==> src/hdl/json_subset_tokenizer_unit_assert.svh <==
// assertion macros shared by the tokenizer modules
`ifndef JSON_SUBSET_TOKENIZER_UNIT_ASSERT_SVH
`define JSON_SUBSET_TOKENIZER_UNIT_ASSERT_SVH

`ifndef SYNTHESIS

// same-cycle implication, checked at every rising edge out of reset
`define JST_ASSERT_IMPLY(name, clk, rst_n, pre, post) \
	name: assert property (@(posedge clk) disable iff (!rst_n) (pre) |-> (post)) \
		else $error("jst: implication check failed");

// next-cycle implication, checked at every rising edge out of reset
`define JST_ASSERT_NEXT(name, clk, rst_n, pre, post) \
	name: assert property (@(posedge clk) disable iff (!rst_n) (pre) |=> (post)) \
		else $error("jst: next-cycle check failed");

`else

`define JST_ASSERT_IMPLY(name, clk, rst_n, pre, post)

`define JST_ASSERT_NEXT(name, clk, rst_n, pre, post)

`endif

`endif

==> src/hdl/jst_pkg.sv <==
package jst_pkg;

	// token kinds
	localparam logic [3:0] KIND_NUM     = 4'd0;
	localparam logic [3:0] KIND_STR     = 4'd1;
	localparam logic [3:0] KIND_COMMA   = 4'd2;
	localparam logic [3:0] KIND_COLON   = 4'd3;
	localparam logic [3:0] KIND_LBRACE  = 4'd4;
	localparam logic [3:0] KIND_RBRACE  = 4'd5;
	localparam logic [3:0] KIND_LBRACK  = 4'd6;
	localparam logic [3:0] KIND_RBRACK  = 4'd7;
	localparam logic [3:0] KIND_TRUE    = 4'd8;
	localparam logic [3:0] KIND_FALSE   = 4'd9;
	localparam logic [3:0] KIND_BADWORD = 4'd10;
	localparam logic [3:0] KIND_OPENSTR = 4'd11;
	localparam logic [3:0] KIND_NONE    = 4'd15;

	// characters
	localparam logic [7:0] CH_LBRACE = 8'h7B;
	localparam logic [7:0] CH_RBRACE = 8'h7D;
	localparam logic [7:0] CH_LBRACK = 8'h5B;
	localparam logic [7:0] CH_RBRACK = 8'h5D;
	localparam logic [7:0] CH_COLON  = 8'h3A;
	localparam logic [7:0] CH_COMMA  = 8'h2C;
	localparam logic [7:0] CH_DQUOTE = 8'h22;
	localparam logic [7:0] CH_SQUOTE = 8'h27;
	localparam logic [7:0] CH_SPACE  = 8'h20;
	localparam logic [7:0] CH_TAB    = 8'h09;
	localparam logic [7:0] CH_CR     = 8'h0D;
	localparam logic [7:0] CH_LF     = 8'h0A;
	localparam logic [7:0] CH_ZERO   = 8'h30;
	localparam logic [7:0] CH_NINE   = 8'h39;

	// keyword patterns, newest byte lowest
	localparam logic [39:0] WORD_TRUE  = 40'h0074727565;
	localparam logic [39:0] WORD_FALSE = 40'h66616C7365;

	// one result item
	typedef struct packed {
		logic [3:0] kind;
		logic [7:0] value;
		logic       byte_valid;
		logic       first;
		logic       last;
	} jst_result_t;

	// one queue entry: one or two results of one input item
	typedef struct packed {
		jst_result_t res0;
		jst_result_t res1;
		logic        two;
	} jst_entry_t;

	function automatic jst_result_t make_result(input logic [3:0] kind, input logic [7:0] value,
			input logic byte_valid, input logic first, input logic last);
		jst_result_t r;
		r.kind       = kind;
		r.value      = value;
		r.byte_valid = byte_valid;
		r.first      = first;
		r.last       = last;
		return r;
	endfunction

	function automatic logic [3:0] punct_kind(input logic [7:0] b);
		logic [3:0] k;
		unique case (b)
			CH_COMMA:  k = KIND_COMMA;
			CH_COLON:  k = KIND_COLON;
			CH_LBRACE: k = KIND_LBRACE;
			CH_RBRACE: k = KIND_RBRACE;
			CH_LBRACK: k = KIND_LBRACK;
			CH_RBRACK: k = KIND_RBRACK;
			default:   k = KIND_NONE;
		endcase
		return k;
	endfunction

endpackage

==> src/hdl/jst_front.sv <==
`include "json_subset_tokenizer_unit_assert.svh"

module jst_front (
	input  logic               clk,
	input  logic               arst_n,
	input  logic               accept,
	input  logic [7:0]         in_byte,
	input  logic               end_of_text,
	output logic               push,
	output jst_pkg::jst_entry_t push_entry
);
	import jst_pkg::*;

	localparam logic [1:0] MODE_IDLE = 2'd0;
	localparam logic [1:0] MODE_NUM  = 2'd1;
	localparam logic [1:0] MODE_STR  = 2'd2;

	logic [1:0]  mode_q, mode_d;
	logic [39:0] word_q, word_d;
	logic [2:0]  len_q, len_d;
	logic        ovf_q, ovf_d;
	logic        sas_q, sas_d;

	logic [2:0]  v;
	jst_result_t c0, c1, c2;
	logic        is_digit, is_sep, is_quote, boundary;
	logic [3:0]  pk;
	logic [3:0]  word_kind;

	// byte classes
	always_comb begin
		pk       = punct_kind(in_byte);
		is_digit = (in_byte >= CH_ZERO) && (in_byte <= CH_NINE);
		is_quote = (in_byte == CH_DQUOTE);
		is_sep   = (in_byte == CH_SPACE) || (in_byte == CH_TAB) || (in_byte == CH_CR) ||
			(in_byte == CH_LF) || (in_byte == CH_SQUOTE);
		boundary = is_sep || is_digit || is_quote || (pk != KIND_NONE);
	end

	// word check
	always_comb begin
		word_kind = KIND_BADWORD;
		if (!ovf_q && len_q == 3'd4 && word_q == WORD_TRUE) begin
			word_kind = KIND_TRUE;
		end else if (!ovf_q && len_q == 3'd5 && word_q == WORD_FALSE) begin
			word_kind = KIND_FALSE;
		end
	end

	// classify the byte: candidate results in order and next scan state
	always_comb begin
		mode_d = mode_q;
		word_d = word_q;
		len_d  = len_q;
		ovf_d  = ovf_q;
		sas_d  = sas_q;
		v      = 3'b000;
		c0     = '0;
		c1     = '0;
		c2     = '0;
		if (end_of_text) begin
			if (mode_q == MODE_STR) begin
				v[0] = 1'b1;
				c0   = make_result(KIND_OPENSTR, 8'd0, 1'b0, sas_q, 1'b1);
			end else if (mode_q == MODE_NUM) begin
				v[0] = 1'b1;
				c0   = make_result(KIND_NUM, 8'd0, 1'b0, 1'b0, 1'b1);
			end
			mode_d = MODE_IDLE;
			word_d = '0;
			len_d  = '0;
			ovf_d  = 1'b0;
			sas_d  = 1'b0;
		end else if (mode_q == MODE_STR) begin
			v[0]  = 1'b1;
			sas_d = 1'b0;
			if (is_quote) begin
				c0     = make_result(KIND_STR, 8'd0, 1'b0, sas_q, 1'b1);
				mode_d = MODE_IDLE;
			end else begin
				c0 = make_result(KIND_STR, in_byte, 1'b1, sas_q, 1'b0);
			end
		end else if (mode_q == MODE_NUM && is_digit) begin
			v[0] = 1'b1;
			c0   = make_result(KIND_NUM, in_byte, 1'b1, 1'b0, 1'b0);
		end else begin
			// a non-digit closes a number, then the byte is handled as in idle
			if (mode_q == MODE_NUM) begin
				v[0]   = 1'b1;
				c0     = make_result(KIND_NUM, 8'd0, 1'b0, 1'b0, 1'b1);
				mode_d = MODE_IDLE;
			end
			if (!boundary) begin
				if (len_q >= 3'd5) begin
					ovf_d = 1'b1;
				end else begin
					len_d = len_q + 3'd1;
				end
				word_d = {word_q[31:0], in_byte};
			end else begin
				if (len_q != 3'd0 || ovf_q) begin
					v[1] = 1'b1;
					c1   = make_result(word_kind, 8'd0, 1'b0, 1'b1, 1'b1);
				end
				word_d = '0;
				len_d  = '0;
				ovf_d  = 1'b0;
				if (pk != KIND_NONE) begin
					v[2] = 1'b1;
					c2   = make_result(pk, 8'd0, 1'b0, 1'b1, 1'b1);
				end else if (is_digit) begin
					v[2]   = 1'b1;
					c2     = make_result(KIND_NUM, in_byte, 1'b1, 1'b1, 1'b0);
					mode_d = MODE_NUM;
				end else if (is_quote) begin
					mode_d = MODE_STR;
					sas_d  = 1'b1;
				end
			end
		end
	end

	// pack the first two candidates into one entry
	always_comb begin
		push_entry = '0;
		if (v[0]) begin
			push_entry.res0 = c0;
			push_entry.res1 = v[1] ? c1 : c2;
			push_entry.two  = v[1] || v[2];
		end else if (v[1]) begin
			push_entry.res0 = c1;
			push_entry.res1 = c2;
			push_entry.two  = v[2];
		end else begin
			push_entry.res0 = c2;
			push_entry.res1 = c2;
			push_entry.two  = 1'b0;
		end
		push = accept && (v != 3'b000);
	end

	// scan state
	always_ff @(posedge clk or negedge arst_n) begin
		if (!arst_n) begin
			mode_q <= MODE_IDLE;
			word_q <= '0;
			len_q  <= '0;
			ovf_q  <= 1'b0;
			sas_q  <= 1'b0;
		end else if (accept) begin
			mode_q <= mode_d;
			word_q <= word_d;
			len_q  <= len_d;
			ovf_q  <= ovf_d;
			sas_q  <= sas_d;
		end
	end

	`JST_ASSERT_IMPLY(a_len_range, clk, arst_n, 1'b1, (len_q != 3'd6) && (len_q != 3'd7))
	`JST_ASSERT_NEXT(a_eot_clears, clk, arst_n, accept && end_of_text, (mode_q == MODE_IDLE) && (len_q == 3'd0) && !ovf_q)
	`JST_ASSERT_IMPLY(a_mode_code, clk, arst_n, 1'b1, mode_q != 2'd3)

endmodule

==> src/hdl/jst_queue.sv <==
`include "json_subset_tokenizer_unit_assert.svh"

module jst_queue #(
	parameter int DEPTH = 4
) (
	input  logic                clk,
	input  logic                arst_n,
	input  logic                push,
	input  jst_pkg::jst_entry_t push_entry,
	output logic                full,
	input  logic                pop,
	output jst_pkg::jst_entry_t head,
	output logic                empty
);
	import jst_pkg::*;

	localparam int PTR_W = (DEPTH > 1) ? $clog2(DEPTH) : 1;
	localparam int CNT_W = $clog2(DEPTH + 1);

	jst_entry_t       slot_q [DEPTH];
	logic [PTR_W-1:0] wr_ptr_q, rd_ptr_q;
	logic [CNT_W-1:0] cnt_q;

	// flags and head
	assign full  = (cnt_q == CNT_W'(DEPTH));
	assign empty = (cnt_q == '0);
	assign head  = slot_q[rd_ptr_q];

	function automatic logic [PTR_W-1:0] bump(input logic [PTR_W-1:0] p);
		return (p == PTR_W'(DEPTH - 1)) ? '0 : p + PTR_W'(1);
	endfunction

	// storage
	always_ff @(posedge clk) begin
		if (push) begin
			slot_q[wr_ptr_q] <= push_entry;
		end
	end

	// pointers and fill count
	always_ff @(posedge clk or negedge arst_n) begin
		if (!arst_n) begin
			wr_ptr_q <= '0;
			rd_ptr_q <= '0;
			cnt_q    <= '0;
		end else begin
			if (push) begin
				wr_ptr_q <= bump(wr_ptr_q);
			end
			if (pop) begin
				rd_ptr_q <= bump(rd_ptr_q);
			end
			if (push && !pop) begin
				cnt_q <= cnt_q + CNT_W'(1);
			end else if (pop && !push) begin
				cnt_q <= cnt_q - CNT_W'(1);
			end
		end
	end

	`JST_ASSERT_IMPLY(a_no_overflow, clk, arst_n, full, !push)
	`JST_ASSERT_IMPLY(a_empty_ptrs, clk, arst_n, empty, rd_ptr_q == wr_ptr_q)

endmodule

==> src/hdl/jst_back.sv <==
`include "json_subset_tokenizer_unit_assert.svh"

module jst_back (
	input  logic                clk,
	input  logic                arst_n,
	input  jst_pkg::jst_entry_t head,
	input  logic                empty,
	output logic                pop,
	output logic                out_valid,
	input  logic                out_stall,
	output jst_pkg::jst_result_t out_res
);
	import jst_pkg::*;

	logic        out_valid_q;
	jst_result_t out_res_q;
	logic        sel_q;
	logic        load;
	logic        entry_done;
	jst_result_t cur;

	// pick the next result of the head entry
	always_comb begin
		load       = !out_valid_q || !out_stall;
		cur        = sel_q ? head.res1 : head.res0;
		entry_done = !head.two || sel_q;
		pop        = load && !empty && entry_done;
	end

	// output register control
	always_ff @(posedge clk or negedge arst_n) begin
		if (!arst_n) begin
			out_valid_q <= 1'b0;
			sel_q       <= 1'b0;
		end else if (load) begin
			out_valid_q <= !empty;
			if (!empty) begin
				sel_q <= !entry_done;
			end
		end
	end

	// output payload
	always_ff @(posedge clk) begin
		if (load && !empty) begin
			out_res_q <= cur;
		end
	end

	assign out_valid = out_valid_q;
	assign out_res   = out_res_q;

	`JST_ASSERT_IMPLY(a_second_pending, clk, arst_n, sel_q, !empty && head.two)

endmodule

==> src/hdl/json_subset_tokenizer_unit.sv <==
// streaming tokenizer for a subset of json text, one byte per item
// input channel: in_valid / in_stall with in_byte and end_of_text; an item is
// taken at an edge with in_valid high and in_stall low; end_of_text closes an
// open number, flags an open string and drops a pending word (in_byte ignored)
// output channel: out_valid / out_stall with token_kind, value_byte,
// byte_valid, token_first and token_last; one result item per taken edge
// each input item gives zero, one or two results; the front classifies the
// byte in the cycle it is taken and writes its results as one entry into a
// QUEUE_DEPTH-entry queue, the back drains it one result per cycle unless held
// by out_stall; the results of an item pass from a queue slot to the output
// register, a second result of the same entry behind the first
// throughput: one item per cycle while the queue has room, bounded by one
// result per cycle on the output register, so two-result items fill the queue
// in_stall rises while the queue is full; out_stall holds the output register
// and backs up the queue, items with no result still pass while it has room
// reset: asynchronous, clears scan state, queue and output valid; the queue
// is empty out of reset, so in_stall is low and the block takes items
module json_subset_tokenizer_unit #(
	parameter int QUEUE_DEPTH = 4
) (
	input  logic       clk,
	input  logic       arst_n,
	input  logic       in_valid,
	output logic       in_stall,
	input  logic [7:0] in_byte,
	input  logic       end_of_text,
	output logic       out_valid,
	input  logic       out_stall,
	output logic [3:0] token_kind,
	output logic [7:0] value_byte,
	output logic       byte_valid,
	output logic       token_first,
	output logic       token_last
);
	import jst_pkg::*;

	logic        accept;
	logic        push, pop, full, empty;
	jst_entry_t  push_entry, head;
	jst_result_t out_res;

	assign in_stall = full;
	assign accept   = in_valid && !full;

	// classify bytes and track scan state
	jst_front u_front (
		.clk        (clk),
		.arst_n     (arst_n),
		.accept     (accept),
		.in_byte    (in_byte),
		.end_of_text(end_of_text),
		.push       (push),
		.push_entry (push_entry)
	);

	// entries waiting for the output side
	jst_queue #(
		.DEPTH(QUEUE_DEPTH)
	) u_queue (
		.clk       (clk),
		.arst_n    (arst_n),
		.push      (push),
		.push_entry(push_entry),
		.full      (full),
		.pop       (pop),
		.head      (head),
		.empty     (empty)
	);

	// serialize entries onto the result channel
	jst_back u_back (
		.clk      (clk),
		.arst_n   (arst_n),
		.head     (head),
		.empty    (empty),
		.pop      (pop),
		.out_valid(out_valid),
		.out_stall(out_stall),
		.out_res  (out_res)
	);

	assign token_kind  = out_res.kind;
	assign value_byte  = out_res.value;
	assign byte_valid  = out_res.byte_valid;
	assign token_first = out_res.first;
	assign token_last  = out_res.last;

endmodule
==> config.mk <==
export PLATFORM = sky130hd
export DESIGN_NAME = json_subset_tokenizer_unit
export DESIGN_NICKNAME = d
export VERILOG_FILES = /design/src/hdl/jst_pkg.sv /design/src/hdl/jst_front.sv /design/src/hdl/jst_queue.sv /design/src/hdl/jst_back.sv /design/src/hdl/json_subset_tokenizer_unit.sv
export VERILOG_INCLUDE_DIRS = /design/src /design/src/hdl
export SDC_FILE = /design/constraint.sdc
export NUM_CORES = 1
export LEC_CHECK = 0
export BUFFER_PORTS_ARGS = -buffer_cell sky130_fd_sc_hd__buf_4
export CAP_MARGIN = 0
export CORE_ASPECT_RATIO = 0.6
export CORE_MARGIN = 1.5
export CORE_UTILIZATION = 54
export DETAILED_ROUTE_END_ITERATION = 10
export PLACE_DENSITY = 0.72
export SLEW_MARGIN = 20
export SYNTH_ARGS = -nofsm -noshare
export SYNTH_HDL_FRONTEND = slang
export SYNTH_HIERARCHICAL = 1
export SYNTH_SLANG_ARGS = --single-unit
==> constraint.sdc <==
create_clock -name clk -period 3.9 [get_ports clk]
set_input_delay 0.585 -clock clk [delete_from_list [all_inputs] [get_ports clk]]
set_output_delay 0.585 -clock clk [all_outputs]
set_load 0.005 [all_outputs]
==> impl_table.tex, run 1 <==
\begin{tabular}{lr}
\hline
Metric & Value \\
\hline
\multicolumn{2}{l}{\textbf{Setup path}} \\
Worst setup path start & u\_front/len\_q[0]\$\_DFFE\_PN0P\_ \\
Peak fanout along the critical path & 11 \\
Worst r2r dst & u\_queue/cnt\_q[2]\$\_DFFE\_PN0P\_ \\
Cell count of the worst reg-to-reg path & 14 \\
Worst setup endpoint & u\_queue/cnt\_q[2]\$\_DFFE\_PN0P\_ \\
Required @ worst endpoint & 4.25 ns \\
Data arrival time at the worst-slack endpoint & between 3 and 4 ns \\
Crit path launch type & register \\
FF-to-FF setup slack & 0.71 ns \\
Setup CP Type & register to register \\
Reg-to-reg critical path startpoint & u\_front/len\_q[0]\$\_DFFE\_PN0P\_ \\
Nature of the critical path endpoint & register \\
\multicolumn{2}{l}{\textbf{Clocking}} \\
CTS Hold Buffers Added & 0 \\
Post-CTS setup buffers & 0 \\
Sink count of the clock tree & about 200 \\
CTS root buffer & sky130\_fd\_sc\_hd\_\_clkbuf\_16 \\
Resize count post-CTS & 0 \\
Clock-pin slew on the worst setup and hold paths & $\sim$0.070 ns \\
Number of CTS-inserted buffers & 17 \\
CTS H-tree depth & 4 \\
CTS tree & yes \\
Number of buffers between clock root and the deepest sink & 2 \\
Clock network latency to the later pin of the worst-skew pair & roughly 0.42 ns \\
\multicolumn{2}{l}{\textbf{Place}} \\
Pre-CTS setup slack & between 0.3 and 0.4 ns \\
Placed wire-length estimate & roughly 11000 um \\
IO Port Bufs & 29 \\
Routability-driven placement congestion ratio & 0.823 \\
\multicolumn{2}{l}{\textbf{Floorplan}} \\
Initial Util & about 55\% \\
Horizontal die dimension & between 150 and 200 um \\
Die Span Y & about 100 um \\
Number of ports placed on the die boundary & 30 \\
Placeable Area & about 15000 sq um \\
Area enclosed by the die boundary & around 17000 sq um \\
Number of cell rows & 35 \\
\multicolumn{2}{l}{\textbf{Final layout}} \\
Fraction of layout cells with a size suffix above 1 & a little over a fifth \\
Most frequent standard cell in the layout excluding fill and tap cells & sky130\_fd\_sc\_hd\_\_edfxtp\_1 \\
Synthesis-to-layout area growth & 11.8\% \\
Number of nets in the final layout & 641 \\
Number of fill cells in the layout & around 1100 \\
Register area & between 5000 and 6000 sq um \\
Number of inserted diodes & 0 \\
Multi-input gate area & $\sim$2700 sq um \\
Commonest non-fill, non-tap cells in the layout & 139 x sky130\_fd\_sc\_hd\_\_edfxtp\_1, 95 x sky130\_fd\_sc\_hd\_\_nand2\_1, 55 x sky130\_fd\_sc\_hd\_\_dfrtp\_1 \\
\multicolumn{2}{l}{\textbf{Power}} \\
Switching Power & 1.93 mW \\
Worst supply voltage drop on vdd & roughly 0.44 mV \\
Internal power of the cells & 4.37 mW \\
Logic gate share of total power & 28.2\% \\
Reg power frac & 44.4\% \\
Static leakage & around 3.7 nW \\
PnR Total Power & 6.30 mW \\
Clock share of power & between 20\% and 30\% \\
Switching share of total power & 30.6\% \\
Power per cell area & roughly 660 nW/um\^{}2 \\
\multicolumn{2}{l}{\textbf{STA}} \\
Worst Tran Pin Value & roughly 0.89 ns \\
Final setup fails & 0 \\
Post-layout min period & 3.19 ns \\
Final clock period utilization by the worst path & 81.7\% \\
Total count of hold-check failures in the final report & 0 \\
Max-slew headroom at the worst pin & slightly below 40\% \\
Unrepaired setup endpoints after global routing & false \\
Max-slew violation count & 0 \\
Final worst-path setup slack & a little over 0.7 ns \\
Clock Skew & 0.0115 ns \\
Fin Setup TNS & 0 ns \\
Highest Clock Rate & about 0.31 GHz \\
\multicolumn{2}{l}{\textbf{Synth}} \\
Share of synthesized registers carrying an async set or reset & approximately 29\% \\
Number of enable-type register cells in the synthesized netlist & 139 \\
Number of distinct library cells after synthesis & 62 \\
Synthesized cell area & 8520 sq um \\
Number of warning messages in the yosys log & 6 \\
Most instantiated flip-flop cell in the synthesis netlist & sky130\_fd\_sc\_hd\_\_edfxtp\_1 \\
Synthesized netlist cell count & 587 \\
Average cell area after synthesis & between 10 and 15 sq um \\
Synth Register Bits & just under 200 \\
Seq/Total Area, Yosys & approximately two thirds \\
\multicolumn{2}{l}{\textbf{Route}} \\
Wire per inst & 21.0 um \\
WL final & between 15000 and 20000 um \\
Number of DRC violations after detailed-routing iteration 0 & 455 \\
Via Count & 4986 \\
Remaining antenna violation count & 0 \\
DRC viols & 0 \\
Length of the first detailed-routing pass in iterations & 5 \\
Post-detailed-route via-to-cell ratio & approximately 6 \\
\multicolumn{2}{l}{\textbf{GRT}} \\
Tot GR Track Use & roughly 23\% \\
First-pass GRT wire length & between 20000 and 30000 um \\
Number of global-route vias before repair & about 4800 \\
Initial antenna violation count & 0 \\
GRT Residual Overflow & 0 \\
Maximum number of pins on one net before global-route repair & 57 \\
\multicolumn{2}{l}{\textbf{Run status}} \\
Run status & finished clean \\
\multicolumn{2}{l}{\textbf{Hold path}} \\
Min-Delay Path Class & input port to asynchronous set/reset pin \\
\multicolumn{2}{l}{\textbf{Job}} \\
MaxCap Viol Count & 0 \\
\hline
\end{tabular}
-- power by group through the flow --
stage               combinational (mW)  clock [mW]  sequential (mW)
floorplan                         1.31           0             2.80
global placement                  1.72           0             2.82
detailed placement                1.77           0             2.84
CTS                               1.79        1.75             2.80
global route                      1.92        1.83             2.84
finish                            1.78        1.72             2.80
-- metrics by stage --
step	hold slack [ns]	area [sq um]	std cells	util [%]
after detailed placement	0.465	8940	799	58.1
final	0.199	9530	831	62.0
after CTS	0.232	9530	831	62.0
after floorplan	0.289	8520	588	-
after global routing	0.262	9530	831	62.0
after global placement	0.451	8940	799	58.1
-- kinds of logic (layout without fill, tap and decap cells) --
kind of cell	after synthesis	count (layout)	share of synthesized area, %
and+or+nand+nor	231	231	13.9
xor gates and xnor gates	5	5	0.514
AOI/OAI and AO/OA	39	39	3.02
muxes	55	55	11.8
adders and majority gates	13	13	2.00
buffers and inverters	48	88	3.25
DFF	195	195	65.4
other	1	2	0.0440
-- layout make-up --
type                       count  share of cell area [%]
sequential                   195                    58.5
multi-input combinational    345                    28.2
clock buffer                  17                    4.46
timing repair buffer          42                    3.83
tap                          203                    2.67
clock inverter                15                    1.75
inverter                      14                   0.565
-- worst min-delay path by stage --
stage                                                end  slack (ns)  cells after the start
final                       u_front/len_q[0]$_DFFE_PN0P_        0.20                      1
after global routing       u_front/word_q[4]$_DFFE_PN0P_        0.26                      1
after CTS                   u_front/len_q[1]$_DFFE_PN0P_        0.23                      1
after detailed placement  u_front/word_q[35]$_DFFE_PN0P_        0.46                      2
after global placement    u_front/word_q[35]$_DFFE_PN0P_        0.45                      2
after floorplan             u_back/out_valid$_DFFE_PN0N_        0.29                      0
-- metal layers --
metal / global-route usage [%] / wire length, um / vias up
met5: 0 / 0 / -
met4: 6.51 / 192 / 0
met3: 4.63 / 1330 / 16
met2: 31.9 / 7630 / 227
met1: 35.5 / 8280 / 2509
li1: - / - / 2234
-- synthesized netlist by cell type, types with 3 or more instances --
cell type	count	share of area [%]
sky130_fd_sc_hd__edfxtp_1	139	49
sky130_fd_sc_hd__nand2_1	95	4.2
sky130_fd_sc_hd__dfrtp_1	56	16
sky130_fd_sc_hd__nand3_1	46	2.7
sky130_fd_sc_hd__mux4_2	28	7.4
sky130_fd_sc_hd__nor2_1	21	0.93
sky130_fd_sc_hd__clkbuf_1	19	0.84
sky130_fd_sc_hd__and2_1	17	1.2
sky130_fd_sc_hd__inv_1	13	0.57
sky130_fd_sc_hd__ha_1	12	1.8
sky130_fd_sc_hd__mux2_2	11	1.5
sky130_fd_sc_hd__a21oi_1	9	0.53
sky130_fd_sc_hd__mux2_4	9	1.6
sky130_fd_sc_hd__nor3_1	8	0.47
sky130_fd_sc_hd__o21ai_0	8	0.47
sky130_fd_sc_hd__buf_2	6	0.35
sky130_fd_sc_hd__nand2b_1	5	0.37
sky130_fd_sc_hd__nor4b_1	5	0.51
sky130_fd_sc_hd__buf_12	4	0.94
sky130_fd_sc_hd__mux2i_1	4	0.47
sky130_fd_sc_hd__mux4_1	3	0.93
sky130_fd_sc_hd__nand4_1	3	0.22
sky130_fd_sc_hd__nor2b_1	3	0.22
sky130_fd_sc_hd__nor3b_1	3	0.26
sky130_fd_sc_hd__nor4_1	3	0.22
sky130_fd_sc_hd__nor4bb_1	3	0.35
sky130_fd_sc_hd__o22ai_1	3	0.22
sky130_fd_sc_hd__o41ai_1	3	0.31
sky130_fd_sc_hd__xor2_1	3	0.31
-- registers in the layout (all words and copies together), names as in the netlist, 2 cells and up --
signal	count
u_back/out_res	15
u_front/len_q	3
u_front/mode_q	2
u_front/word_q	40
u_queue/cnt_q	3
u_queue/rd_ptr_q	2
u_queue/slot_q	124
u_queue/wr_ptr_q	2
-- critical path, stage by stage (launching register included) --
cell                       delay, ns
sky130_fd_sc_hd__dfrtp_1        0.44
sky130_fd_sc_hd__inv_1          0.07
sky130_fd_sc_hd__ha_1           0.25
sky130_fd_sc_hd__nor3b_1        0.16
sky130_fd_sc_hd__buf_4          0.19
sky130_fd_sc_hd__a211oi_1       0.37
sky130_fd_sc_hd__nor3_1         0.11
sky130_fd_sc_hd__nor2_1         0.18
sky130_fd_sc_hd__o21a_1         0.27
sky130_fd_sc_hd__ha_1           0.23
sky130_fd_sc_hd__inv_1          0.06
sky130_fd_sc_hd__fa_1           0.37
sky130_fd_sc_hd__xor2_1         0.15
sky130_fd_sc_hd__nor2_1         0.11
sky130_fd_sc_hd__xor2_1         0.15
Note: power is estimated with default switching activity, not from simulation.
==> run 2, diff against run 1 <==
Settings changed: PLACE_DENSITY 0.72 to 0.75.
Clock period 3.9 ns to 2.9 ns, I/O delays scaled along.
==> impl_table.tex, run 2 (synthesized netlist as in run 1, its figures left out) <==
\begin{tabular}{lr}
\hline
Metric & Value \\
\hline
\multicolumn{2}{l}{\textbf{Run status}} \\
Run status & finished clean \\
\multicolumn{2}{l}{\textbf{Floorplan}} \\
Horizontal die dimension & 165 um \\
Number of ports placed on the die boundary & 30 \\
Die Span Y & $\sim$100 um \\
Area enclosed by the die boundary & 16600 sq um \\
Initial Util & between 50\% and 60\% \\
Number of cell rows & 35 \\
Placeable Area & $\sim$15000 sq um \\
\multicolumn{2}{l}{\textbf{GRT}} \\
Maximum number of pins on one net before global-route repair & 57 \\
Initial antenna violation count & 1 \\
GRT Residual Overflow & 0 \\
Number of global-route vias before repair & 4980 \\
Tot GR Track Use & between 20\% and 30\% \\
First-pass GRT wire length & roughly 28000 um \\
\multicolumn{2}{l}{\textbf{Setup path}} \\
Crit path launch type & register \\
FF-to-FF setup slack & 0.16 ns \\
Cell count of the worst reg-to-reg path & 11 \\
Nature of the critical path endpoint & register \\
Cells traversed along the worst timing path & inv\_1, ha\_1, nor3b\_2, a211oi\_1, nor3\_2, nor2\_1, o21a\_1, ha\_2, inv\_2, fa\_2, mux2\_2 \\
CP bufs+invs & 2 \\
Required @ worst endpoint & 3.21 ns \\
Data arrival time at the worst-slack endpoint & approximately 3 ns \\
Reg-to-reg critical path startpoint & u\_front/len\_q[1]\$\_DFFE\_PN0P\_ \\
Largest stage delay on the critical path & 0.41 ns \\
Worst r2r dst & u\_queue/cnt\_q[1]\$\_DFFE\_PN0P\_ \\
Setup CP Type & register to register \\
Cell at the slowest stage of the critical path & sky130\_fd\_sc\_hd\_\_fa\_2 \\
Category of cells accounting for the largest share of critical-path delay & adder cells \\
Peak fanout along the critical path & 3 \\
\multicolumn{2}{l}{\textbf{Hold path}} \\
Min-Delay Path Class & input port to asynchronous set/reset pin \\
\multicolumn{2}{l}{\textbf{Place}} \\
IO Port Bufs & 29 \\
Placed wire-length estimate & between 10000 and 15000 um \\
Routability-driven placement congestion ratio & between 0.8 and 0.9 \\
Cell total after placement & between 800 and 900 \\
\multicolumn{2}{l}{\textbf{STA}} \\
Clock Skew & between 0.01 and 0.015 ns \\
Final clock period utilization by the worst path & 94.5\% \\
Unrepaired setup endpoints after global routing & false \\
Worst Tran Pin Value & roughly 0.71 ns \\
Max-slew headroom at the worst pin & 52.7\% \\
Total count of hold-check failures in the final report & 0 \\
Final setup fails & 0 \\
Highest Clock Rate & about 0.36 GHz \\
Post-layout min period & around 2.7 ns \\
Max-slew violation count & 0 \\
\multicolumn{2}{l}{\textbf{Power}} \\
Worst supply voltage drop on vdd & about 0.53 mV \\
PnR Total Power & roughly 8.5 mW \\
Reg power frac & between 40\% and 50\% \\
Internal power of the cells & between 5 and 6 mW \\
Logic gate share of total power & between 20 and 30\% \\
Static leakage & around 3.8 nW \\
Power per cell area & 875 nW/um\^{}2 \\
Clock share of power & 27.1\% \\
Switching Power & about 2.7 mW \\
Switching share of total power & between 30\% and 40\% \\
\multicolumn{2}{l}{\textbf{Route}} \\
Post-detailed-route via-to-cell ratio & about 6 \\
Length of routed met3 wiring & 1050 um \\
Wire per inst & 20.3 um \\
Via Count & 5061 \\
Uppermost routed layer & met4 \\
Number of DRC violations after detailed-routing iteration 0 & roughly 500 \\
Remaining antenna violation count & 0 \\
Routed metal-1 wirelength & between 7000 and 8000 um \\
Length of the first detailed-routing pass in iterations & 5 \\
Detail Route met2 WL & 8280 um \\
WL final & between 15000 and 20000 um \\
DRC viols & 0 \\
\multicolumn{2}{l}{\textbf{Final layout}} \\
Register bank with the most flops & u\_queue/slot\_q \\
Flip-flop count of the largest register after layout & 124 \\
Number of inserted diodes & 0 \\
Commonest non-fill, non-tap cells in the layout & 139 x sky130\_fd\_sc\_hd\_\_edfxtp\_1, 95 x sky130\_fd\_sc\_hd\_\_nand2\_1, 62 x sky130\_fd\_sc\_hd\_\_buf\_4 \\
Count of non-filler cells in the finished layout & 856 \\
Number of nets in the final layout & between 600 and 700 \\
Utilization of the core after routing & between 60\% and 70\% \\
Most frequent standard cell in the layout excluding fill and tap cells & sky130\_fd\_sc\_hd\_\_edfxtp\_1 \\
Synthesis-to-layout area growth & 14.6\% \\
Fraction of layout cells with a size suffix above 1 & between 20\% and 30\% \\
\multicolumn{2}{l}{\textbf{Clocking}} \\
Clock-pin slew on the worst setup and hold paths & roughly 0.080 ns \\
CTS H-tree depth & 4 \\
Clock network latency to the later pin of the worst-skew pair & roughly 0.43 ns \\
Sink count of the clock tree & between 150 and 200 \\
CTS tree & yes \\
Number of buffers between clock root and the deepest sink & 2 \\
Number of CTS-inserted buffers & 17 \\
CTS root buffer & sky130\_fd\_sc\_hd\_\_clkbuf\_16 \\
\multicolumn{2}{l}{\textbf{Job}} \\
MaxCap Viol Count & 0 \\
\hline
\end{tabular}
[run 2: cell types whose count changed in the layout (fill, tap and decap cells not counted), moves of 2 or more]
cell                         previous run  this run
sky130_fd_sc_hd__buf_4                 38        62
sky130_fd_sc_hd__and2_1                17        13
sky130_fd_sc_hd__and2_2                 0         4
sky130_fd_sc_hd__clkinv_8               2         6
sky130_fd_sc_hd__clkinvlp_4             2         0
[run 2: area by class of cell]
cell class / count / area (sq um)
repair buffers: 67 / 566
multi-input cells: 345 / 2710
well taps: 203 / 254
inverters: 14 / 53.8
clock inverters: 15 / 176
fillers: 1104 / 5610
clock buffers: 17 / 425
flip-flops and latches: 195 / 5580
[run 2: timing repair]
action | 4_1_cts | 5_1_grt
hold buffers | 0 | 0
buffers inserted | 0 | 0
resized for setup | 0 | 2
endpoints found under the setup margin | 0 | 2
[run 2: stage by stage]
stage | cell area, sq um | worst slack (ns) | setup TNS [ns] | hold slack, ns
after detailed placement | 9160 | -0.135 | -0.752 | 0.461
final | 9760 | 0.158 | 0 | 0.0477
after global routing | 9760 | 0.0399 | 0 | 0.0998
after CTS | 9760 | 0.0155 | 0 | 0.0706
after global placement | 9160 | -0.0799 | -0.114 | 0.454
after floorplan | 8540 | -0.0454 | -0.0700 | 0.139
[run 2: worst max path at each step]
stage	startpoint	cells past startpoint	to
global route	u_front/len_q[1]$_DFFE_PN0P_	11	u_queue/cnt_q[1]$_DFFE_PN0P_
finish	u_front/len_q[1]$_DFFE_PN0P_	11	u_queue/cnt_q[1]$_DFFE_PN0P_
floorplan	in_byte[4]	12	u_queue/cnt_q[2]$_DFFE_PN0P_
CTS	u_front/len_q[0]$_DFFE_PN0P_	11	u_queue/cnt_q[1]$_DFFE_PN0P_
global placement	in_byte[4]	13	u_queue/cnt_q[2]$_DFFE_PN0P_
detailed placement	in_byte[4]	13	u_queue/cnt_q[2]$_DFFE_PN0P_
[run 2: power groups by stage]
stage,Clock [mW],Combinational (mW),Sequential (mW)
6_report,2.31,2.47,3.76
3_5_place_dp,0,2.47,3.81
3_3_place_gp,0,2.38,3.78
4_1_cts,2.37,2.49,3.76
5_1_grt,2.47,2.70,3.81
2_1_floorplan,0,1.77,3.76
[run 2: routing by layer]
layer	track usage, %	up-vias
met1	33.5	2581
met3	4.26	14
met5	0	-
met4	6.65	0
met2	34.9	179
li1	-	2287
==> run 3, diff against run 2 <==
Settings changed: PLACE_DENSITY 0.75 to 0.73, SETUP_SLACK_MARGIN from default to 0.4.
==> impl_table.tex, run 3 (synthesized netlist as in run 1, its figures left out) <==
\begin{tabular}{lr}
\hline
Metric & Value \\
\hline
\multicolumn{2}{l}{\textbf{Clocking}} \\
CTS Hold Buffers Added & 0 \\
Clock network latency to the later pin of the worst-skew pair & about 0.43 ns \\
Number of CTS-inserted buffers & 17 \\
Clock-pin slew on the worst setup and hold paths & around 0.080 ns \\
CTS root buffer & sky130\_fd\_sc\_hd\_\_clkbuf\_16 \\
Number of buffers between clock root and the deepest sink & 2 \\
Sink count of the clock tree & between 150 and 200 \\
CTS tree & yes \\
CTS H-tree depth & 4 \\
\multicolumn{2}{l}{\textbf{Power}} \\
Worst supply voltage drop on vdd & approximately 0.50 mV \\
Internal power of the cells & approximately 6.0 mW \\
Switching Power & between 2 and 3 mW \\
Power per cell area & 876 nW/um\^{}2 \\
Logic gate share of total power & between 30\% and 40\% \\
Reg power frac & a little over two fifths \\
Switching share of total power & a little under a third \\
Clock share of power & about a quarter \\
Static leakage & between 3 and 4 nW \\
\multicolumn{2}{l}{\textbf{Final layout}} \\
Flip-flop count of the largest register after layout & roughly 120 \\
Number of nets in the final layout & about 670 \\
Utilization of the core after routing & 64.6\% \\
Fraction of layout cells with a size suffix above 1 & 28.4\% \\
Most frequent standard cell in the layout excluding fill and tap cells & sky130\_fd\_sc\_hd\_\_edfxtp\_1 \\
Commonest non-fill, non-tap cells in the layout & 139 x sky130\_fd\_sc\_hd\_\_edfxtp\_1, 95 x sky130\_fd\_sc\_hd\_\_nand2\_1, 66 x sky130\_fd\_sc\_hd\_\_buf\_4 \\
Number of inserted diodes & 0 \\
Register bank with the most flops & u\_queue/slot\_q \\
Count of non-filler cells in the finished layout & $\sim$860 \\
Synthesis-to-layout area growth & 16.4\% \\
\multicolumn{2}{l}{\textbf{STA}} \\
Max-slew headroom at the worst pin & between 50 and 60\% \\
Max-slew violation count & 0 \\
Hold Worst Slack & roughly 0.043 ns \\
Fin Setup TNS & 0 ns \\
Clock Skew & $\sim$0.016 ns \\
Final clock period utilization by the worst path & $\sim$87\% \\
Worst Tran Pin Value & $\sim$0.73 ns \\
Unrepaired setup endpoints after global routing & true \\
Highest Clock Rate & slightly below 0.4 GHz \\
Final setup fails & 0 \\
Final worst-path setup slack & between 0.3 and 0.4 ns \\
Total count of hold-check failures in the final report & 0 \\
Post-layout min period & 2.54 ns \\
\multicolumn{2}{l}{\textbf{Job}} \\
MaxCap Viol Count & 0 \\
\multicolumn{2}{l}{\textbf{Setup path}} \\
Crit path launch type & register \\
Setup CP Type & register to register \\
Peak fanout along the critical path & 3 \\
Required @ worst endpoint & 3.21 ns \\
Data arrival time at the worst-slack endpoint & $\sim$2.8 ns \\
Nature of the critical path endpoint & register \\
\multicolumn{2}{l}{\textbf{Route}} \\
WL final & around 18000 um \\
Post-detailed-route via-to-cell ratio & roughly 5.9 \\
Wire per inst & slightly above 20 um \\
Number of DRC violations after detailed-routing iteration 0 & 528 \\
DRC viols & 0 \\
Length of the first detailed-routing pass in iterations & 5 \\
Via Count & 5123 \\
Remaining antenna violation count & 0 \\
\multicolumn{2}{l}{\textbf{Floorplan}} \\
Horizontal die dimension & about 170 um \\
Number of cell rows & 35 \\
Die Span Y & 100 um \\
Area enclosed by the die boundary & about 17000 sq um \\
Number of ports placed on the die boundary & 30 \\
Initial Util & 55.4\% \\
Placeable Area & 15400 sq um \\
\multicolumn{2}{l}{\textbf{GRT}} \\
Initial antenna violation count & 0 \\
First-pass GRT wire length & between 20000 and 30000 um \\
Maximum number of pins on one net before global-route repair & 57 \\
Number of global-route vias before repair & $\sim$5000 \\
Tot GR Track Use & between 20\% and 30\% \\
GRT Residual Overflow & 0 \\
\multicolumn{2}{l}{\textbf{Run status}} \\
Run status & finished clean \\
\multicolumn{2}{l}{\textbf{Hold path}} \\
Min-Delay Path Class & input port to asynchronous set/reset pin \\
\multicolumn{2}{l}{\textbf{Place}} \\
Routability-driven placement congestion ratio & around 0.86 \\
Pre-CTS setup slack & -0.122 ns \\
IO Port Bufs & 29 \\
Placed wire-length estimate & 11400 um \\
Cell total after placement & about 830 \\
\hline
\end{tabular}
[run 3: cell types whose count changed in the layout (fill, tap and decap cells not counted), sizes merged]
cell	previous run	this run
clkinvlp	0	1
inv	21	22
clkinv	8	5
buf	67	75
clkbuf	17	18
[run 3: worst paths after layout]
path	from	end	slack, ns	cells after the start
min in group clk	out_stall	u_back/out_valid$_DFFE_PN0N_	0.23	3
hold / removal	arst_n	u_front/len_q[2]$_DFFE_PN0P_	0.04	1
setup / recovery	u_front/len_q[1]$_DFFE_PN0P_	u_queue/cnt_q[1]$_DFFE_PN0P_	0.36	11
setup reg to reg	u_front/len_q[1]$_DFFE_PN0P_	u_queue/cnt_q[1]$_DFFE_PN0P_	0.36	11
max in group asynchronous	arst_n	u_queue/rd_ptr_q[0]$_DFFE_PN0P_	2.34	1
hold reg to reg	u_front/word_q[39]$_DFFE_PN0P_	u_front/word_q[39]$_DFFE_PN0P_	0.48	2
[run 3: routing by layer]
| metal | track usage (%) | vias to the layer above | wire length (um) |
|---|---|---|---|
| li1 | - | 2317 | - |
| met1 | 35.5 | 2585 | 8280 |
| met2 | 33.4 | 209 | 8070 |
| met3 | 5.29 | 12 | 1260 |
| met4 | 5.34 | 0 | 90 |
| met5 | 0 | - | 0 |
[run 3: through the flow]
| stage | power (mW) | cell area (sq um) |
|---|---|---|
| 2_1_floorplan | 5.54 | 8550 |
| 3_3_place_gp | 6.19 | 9210 |
| 3_5_place_dp | 6.27 | 9210 |
| 4_1_cts | 8.71 | 9870 |
| 5_1_grt | 9.13 | 9920 |
| 6_report | 8.69 | 9920 |
[run 3: timing repair]
item	4_1_cts	5_1_grt
resized for setup	9	7
pin swaps	4	2
buffers inserted	5	2
setup endpoints to repair	138	56
[run 3: area by class of cell]
type | instances | area, sq um
multi-input cells | 345 | 2790
clock inverters | 14 | 151
repair buffers | 75 | 667
flip-flops and latches | 195 | 5580
fillers | 1062 | 5450
inverters | 14 | 57.6
clock buffers | 18 | 429
well taps | 203 | 254
[run 3: power by group through the flow]
stage          Combinational [mW]  Sequential [mW]  Clock, mW
5_1_grt                      2.87             3.81       2.46
3_3_place_gp                 2.41             3.78          0
6_report                     2.63             3.76       2.30
2_1_floorplan                1.77             3.76          0
3_5_place_dp                 2.47             3.81          0
4_1_cts                      2.61             3.76       2.34
[run 3: critical path: stages, from the launching register on]
cell and delay (ns):
sky130_fd_sc_hd__dfrtp_1 0.41, sky130_fd_sc_hd__inv_2 0.10, sky130_fd_sc_hd__ha_4 0.15, sky130_fd_sc_hd__nor3b_4 0.25, sky130_fd_sc_hd__a211oi_2 0.08, sky130_fd_sc_hd__nor3_2 0.22
sky130_fd_sc_hd__nor2_2 0.07, sky130_fd_sc_hd__o21a_1 0.19, sky130_fd_sc_hd__ha_2 0.19, sky130_fd_sc_hd__inv_2 0.06, sky130_fd_sc_hd__fa_2 0.42, sky130_fd_sc_hd__mux2_2 0.27
